==> src/hdl/sector_status_run_map_assert.svh <==
// Assertion macros shared by the sector status map modules.
// Each use expects signals named clk and rst in the module that includes it.
`ifndef SECTOR_STATUS_RUN_MAP_ASSERT_SVH
`define SECTOR_STATUS_RUN_MAP_ASSERT_SVH

// Condition must hold at every edge out of reset.
`define SSRM_ASSERT_ALWAYS(label, cond) \
  label: assert property (@(posedge clk) disable iff (rst) (cond)) \
    else $error("sector map check failed");

// Antecedent implies consequent in the same cycle.
`define SSRM_ASSERT_IMP(label, ante, cons) \
  label: assert property (@(posedge clk) disable iff (rst) (ante) |-> (cons)) \
    else $error("sector map check failed");

// Antecedent implies consequent in the next cycle.
`define SSRM_ASSERT_NXT(label, ante, cons) \
  label: assert property (@(posedge clk) disable iff (rst) (ante) |=> (cons)) \
    else $error("sector map check failed");

`endif

==> src/hdl/ssrm_pkg.sv <==
// Shared types and constants for the sector status run map.
// Used by ssrm_ctrl, ssrm_dp and the top level; depends on nothing.
package ssrm_pkg;

  localparam int ADDR_W = 16;
  localparam int CNT_W  = ADDR_W + 1;

  // Store depth; a larger sector count register value acts as this
  localparam logic [CNT_W-1:0] MAX_SECTORS = CNT_W'(1) << ADDR_W;

  // Status codes
  localparam logic [1:0] ST_UNTRIED = 2'd0;
  localparam logic [1:0] ST_BAD     = 2'd2;
  localparam logic [1:0] ST_ILLEGAL = 2'd3;

  typedef enum logic [1:0] {
    CMD_QUERY = 2'd0,
    CMD_MARK  = 2'd1,
    CMD_RUN   = 2'd2,
    CMD_SAVE  = 2'd3
  } cmd_t;

  typedef enum logic [2:0] {
    S_CLEAR,
    S_IDLE,
    S_QUERY,
    S_MARK,
    S_RUN_FIRST,
    S_RUN,
    S_SAVE
  } state_t;

  // Which values the result registers take on finish
  typedef enum logic [1:0] {
    RES_ZERO,
    RES_QUERY,
    RES_RUN
  } res_t;

  // Controller to datapath commands
  typedef struct packed {
    logic load;
    logic clear_step;
    logic mark_step;
    logic run_first;
    logic run_step;
    logic finish;
    logic clear_dirty;
    res_t res_sel;
  } dp_ctrl_t;

  // Datapath to controller status
  typedef struct packed {
    logic clear_last;
    logic in_range;
    logic mark_go;
    logic run_match;
  } dp_stat_t;

endpackage

==> src/hdl/ssrm_ctrl.sv <==
// Controller state machine: sequences the clearing pass and each command.
// Depends on ssrm_pkg and sector_status_run_map_assert.svh.
`include "sector_status_run_map_assert.svh"

module ssrm_ctrl (
  input  logic                clk,
  input  logic                rst,
  input  logic                start,
  input  logic [1:0]          command,
  input  ssrm_pkg::dp_stat_t  stat,
  output ssrm_pkg::dp_ctrl_t  ctrl,
  output logic                busy
);

  ssrm_pkg::state_t state, state_next;

  // State register; reset starts the clearing pass
  always_ff @(posedge clk) begin
    if (rst) begin
      state <= ssrm_pkg::S_CLEAR;
    end else begin
      state <= state_next;
    end
  end

  assign busy = (state != ssrm_pkg::S_IDLE);

  // Next state and datapath commands
  always_comb begin
    state_next   = state;
    ctrl         = '0;
    ctrl.res_sel = ssrm_pkg::RES_ZERO;
    case (state)
      ssrm_pkg::S_CLEAR: begin
        ctrl.clear_step = 1'b1;
        if (stat.clear_last) begin
          state_next = ssrm_pkg::S_IDLE;
        end
      end
      ssrm_pkg::S_IDLE: begin
        if (start) begin
          ctrl.load = 1'b1;
          case (command)
            ssrm_pkg::CMD_QUERY: state_next = ssrm_pkg::S_QUERY;
            ssrm_pkg::CMD_MARK:  state_next = ssrm_pkg::S_MARK;
            ssrm_pkg::CMD_RUN:   state_next = ssrm_pkg::S_RUN_FIRST;
            ssrm_pkg::CMD_SAVE:  state_next = ssrm_pkg::S_SAVE;
            default:             state_next = ssrm_pkg::S_SAVE;
          endcase
        end
      end
      ssrm_pkg::S_QUERY: begin
        ctrl.finish  = 1'b1;
        ctrl.res_sel = ssrm_pkg::RES_QUERY;
        state_next   = ssrm_pkg::S_IDLE;
      end
      ssrm_pkg::S_MARK: begin
        if (stat.mark_go) begin
          ctrl.mark_step = 1'b1;
        end else begin
          ctrl.finish = 1'b1;
          state_next  = ssrm_pkg::S_IDLE;
        end
      end
      ssrm_pkg::S_RUN_FIRST: begin
        if (stat.in_range) begin
          ctrl.run_first = 1'b1;
          state_next     = ssrm_pkg::S_RUN;
        end else begin
          ctrl.finish = 1'b1;
          state_next  = ssrm_pkg::S_IDLE;
        end
      end
      ssrm_pkg::S_RUN: begin
        if (stat.run_match) begin
          ctrl.run_step = 1'b1;
        end else begin
          ctrl.finish  = 1'b1;
          ctrl.res_sel = ssrm_pkg::RES_RUN;
          state_next   = ssrm_pkg::S_IDLE;
        end
      end
      ssrm_pkg::S_SAVE: begin
        ctrl.finish      = 1'b1;
        ctrl.clear_dirty = 1'b1;
        state_next       = ssrm_pkg::S_IDLE;
      end
      default: begin
        state_next = ssrm_pkg::S_IDLE;
      end
    endcase
  end

  `SSRM_ASSERT_NXT(a_accept_busy, (state == ssrm_pkg::S_IDLE) && start, busy)
  `SSRM_ASSERT_ALWAYS(a_one_step, $onehot0({ctrl.load, ctrl.clear_step, ctrl.mark_step,
                                            ctrl.run_first, ctrl.run_step, ctrl.finish}))
  `SSRM_ASSERT_NXT(a_finish_idle, ctrl.finish, state == ssrm_pkg::S_IDLE)

endmodule

==> config.mk <==
export PLATFORM = sky130hd
export DESIGN_NAME = ssrm_ctrl
export DESIGN_NICKNAME = d
export VERILOG_FILES = /design/src/hdl/ssrm_pkg.sv /design/src/hdl/ssrm_ctrl.sv
export VERILOG_INCLUDE_DIRS = /design/src /design/src/hdl
export SDC_FILE = /design/constraint.sdc
export NUM_CORES = 1
export LEC_CHECK = 0
export BUFFER_PORTS_ARGS = -buffer_cell sky130_fd_sc_hd__buf_2
export CAP_MARGIN = 5
export CORE_AREA = 5 5 42 44
export DETAILED_ROUTE_END_ITERATION = 8
export DIE_AREA = 0 0 47 49
export PLACE_DENSITY_LB_ADDON = 0.08
export SLEW_MARGIN = 30
export SYNTH_ARGS = -nofsm -noshare
export SYNTH_HDL_FRONTEND = slang
export SYNTH_SLANG_ARGS = --single-unit
==> constraint.sdc <==
create_clock -name clk -period 1.1 [get_ports clk]
set_input_delay 0.22 -clock clk [delete_from_list [all_inputs] [get_ports clk]]
set_output_delay 0.22 -clock clk [all_outputs]
set_load 0.01 [all_outputs]
==> flow_summary.yaml <==
synthesis:
  syn_area_per_cell_um2: 7.51
  synth_cells: 32
  synth_area_um2: 240
  ys_seq_elements: 3
  synth_fp_nets: 41
  synthDistinctLibCells: 20
  synth-seq-area-share_pct: 25.0
  yosysWarnings: 0
cells_and_area:
  final_nets: 73
  drive_gt1_share_pct: 66.7
  n_antenna_cell: 0
  largest_reg_flops: 3
  final_cell_mix: "15 x buf_2, 6 x inv_1, 6 x buf_6, 6 x buf_4"
  fin_area_um2: 507
  final_common_cell: "buf_2"
  reg.largest.list: "state x3"
  final_cells: 79
  area_growth_pct: 111
  top_register: "state"
setup_path:
  critical_path.max_fanout: 4
  cp-end-kind: "output pin"
  path_buf_inv: 1
  max_stage_delay_ns: 0.33
  critPathLaunchType: "flip-flop"
  path_depth: 4
  rr_endpoint: "state[0]"
  crit_type: "flip-flop to output pin"
  critPathTopFamily: "flip-flops"
  cp.arrival_ns: 1.17
  critPathCapture: "ctrl[3]"
  r2r_setup_slack_ns: -0.15
  critPathRequiredTime_ns: 0.88
  path_cells: "and2b_4, a32oi_1, o21ai_1, buf_2"
  worstSetupStartpoint: "state[1]"
  slowest_stage: "dfxtp_2"
  reg2reg_depth: 5
  r2r_start: "state[1]"
flow_run:
  max_cap_violations: 0
place:
  placed_cell_area_um2: 408
  hpwlAfterDp_um: 620
  place_congestion: 0.700
  placed_cells: 72
  portBuffers: 18
timing:
  hold_violations: 0
  fin_ws_ns: -0.290
  maxSlewViolCount: 0
  max_freq_ghz: 0.720
  rsz0062_at_grt: "true"
  tightest_slew_ns: 0.247
  setup-violations-final: 13
  finalCriticalPeriod_ns: 1.39
  slew_headroom_pct: 83.4
  fin_skew_ns: 0.00368
  whs_ns: 0.168
  fin_crit_sh_pct: 126
die:
  start_util_pct: 17.1
  fp.dieW_um: 47
  rows: 14
  io_pins: 19
  die_area_um2: 2300
  fp.dieH_um: 49
  core_region_area_um2: 1400
pwr:
  pwr-share-comb_pct: 30.1
  power_density_nw_per_um2: 901
  ir_drop_mv: 0.473
  p_clk_share_pct: 42.4
  sw_frac_of_total_pct: 26.8
  p_leak_nw: 0.268
  seqPwrFrac_pct: 27.5
  p_int_w: 0.000334
  p_switching_w: 0.000123
clock_network:
  cts_made_buffers: 3
  clk_latency_ns: 0.23
  clockBufferDepth: 2
  h-tree-depth: 1
  root_buffer: "clkbuf_4"
  postCtsHoldBufs: 0
  cts_num_sinks: 3
  cts_tree: "built"
  path_clk_slew_ns: 0.04
grt:
  grt_pass1_vias: 314
  grt_pass1_wl_um: 1190
  gr-usage-met2_pct: 10.6
  antenna_found_initial: 0
  grt-busiest-layer: "met2"
  grt_overflow_total: 0
  grt_max_degree: 7
  use_met3_pct: 1.48
  gr-usage-all-layers_pct: 7.18
  grtUsageMet1_pct: 7.89
detailed_routing:
  via_per_inst: 4.28
  drtPass1Iterations: 2
  num_vias: 338
  drt.antenna.violating_nets: 0
  drcViolationCount: 0
  wl_per_cell_um: 9.95
  routed_wl_um: 786
  drt-initial-drc-count: 3
outcome:
  violations: "negative setup slack"
  status: "finished, violations left"
hold_path:
  hp-class: "input pin to flip-flop"
## metrics by stage
step	setup WS, ns	total power [W]	utilization (%)	setup TNS [ns]
6_report	-0.290	0.000457	36.2	-2.12
5_1_grt	-0.349	0.000489	36.2	-2.96
4_1_cts	-0.291	0.000466	35.4	-2.17
3_5_place_dp	-0.0927	0.000242	29.1	-0.243
3_3_place_gp	-0.0550	0.000243	29.1	-0.206
2_1_floorplan	0.0152	0.000179	-	0
## metal layers
metal / wire [µm] / vias up
li1: - / 172
met1: 311 / 154
met2: 405 / 12
met3: 69 / 0
met4: 0 / 0
met5: 0 / -
## cell type report
type,count,area (µm²)
sequential,3,68.8
multi-input combinational,22,161
clock buffer,4,26.3
timing repair buffer,28,208
tap,16,20.0
inverter,6,22.5
fill,173,895
## cell usage after synthesis
cell	instances	area [µm²]
a21oi_1	3	15.0
inv_1	6	22.5
nand3_1	1	5.00
o21ai_0	1	5.00
o21ai_2	1	8.76
a32oi_1	1	8.76
a31oi_1	1	6.26
nor2_1	2	7.51
and3b_2	1	10.0
buf_4	1	7.51
nor3_1	1	5.00
nand2_1	3	11.3
and2b_4	1	10.0
and4bb_2	1	12.5
a221oi_1	1	8.76
nor3b_1	1	7.51
nor2b_1	1	6.26
dfxtp_1	3	60.1
and4bb_4	1	16.3
nand2b_1	1	6.26
## worst reg2reg max path, delay by kind of cell (launching register included)
kind | cells | cell delay (ns)
flip-flops | 1 | 0.33
AO/OA/AOI/OAI | 1 | 0.25
AND/OR/NAND/NOR | 1 | 0.19
buffers and inverters | 3 | 0.36
## timing repair
action | in CTS | in global routing
endpoints found under the setup margin | 11 | 13
pin swaps | 5 | 2
gates resized for setup | 13 | 1
setup buffers | 2 | 1
## cell families after synthesis
group / Yosys count / share of synthesized area (%)
and+or+nand+nor: 14 / 40.6
AOI/OAI and AO/OA: 8 / 21.9
buffers and inverters: 7 / 12.5
DFF: 3 / 25.0
## worst min-delay path by stage
stage,endpoint,depth (start not counted),startpoint
after global placement,state[2],2,rst
after floorplan,state[1],1,rst
after CTS,state[2],2,rst
after global routing,state[1],2,rst
final,state[1],2,rst
after detailed placement,state[2],2,rst
## power by group through the flow
stage / Combinational, W / Clock, W / Sequential, W
6_report: 0.000138 / 0.000194 / 0.000125
3_3_place_gp: 0.000115 / 0 / 0.000128
3_5_place_dp: 0.000113 / 0 / 0.000128
5_1_grt: 0.000149 / 0.000212 / 0.000128
2_1_floorplan: 0.0000542 / 0 / 0.000125
4_1_cts: 0.000134 / 0.000206 / 0.000126
(Power assumes the default switching activity.)
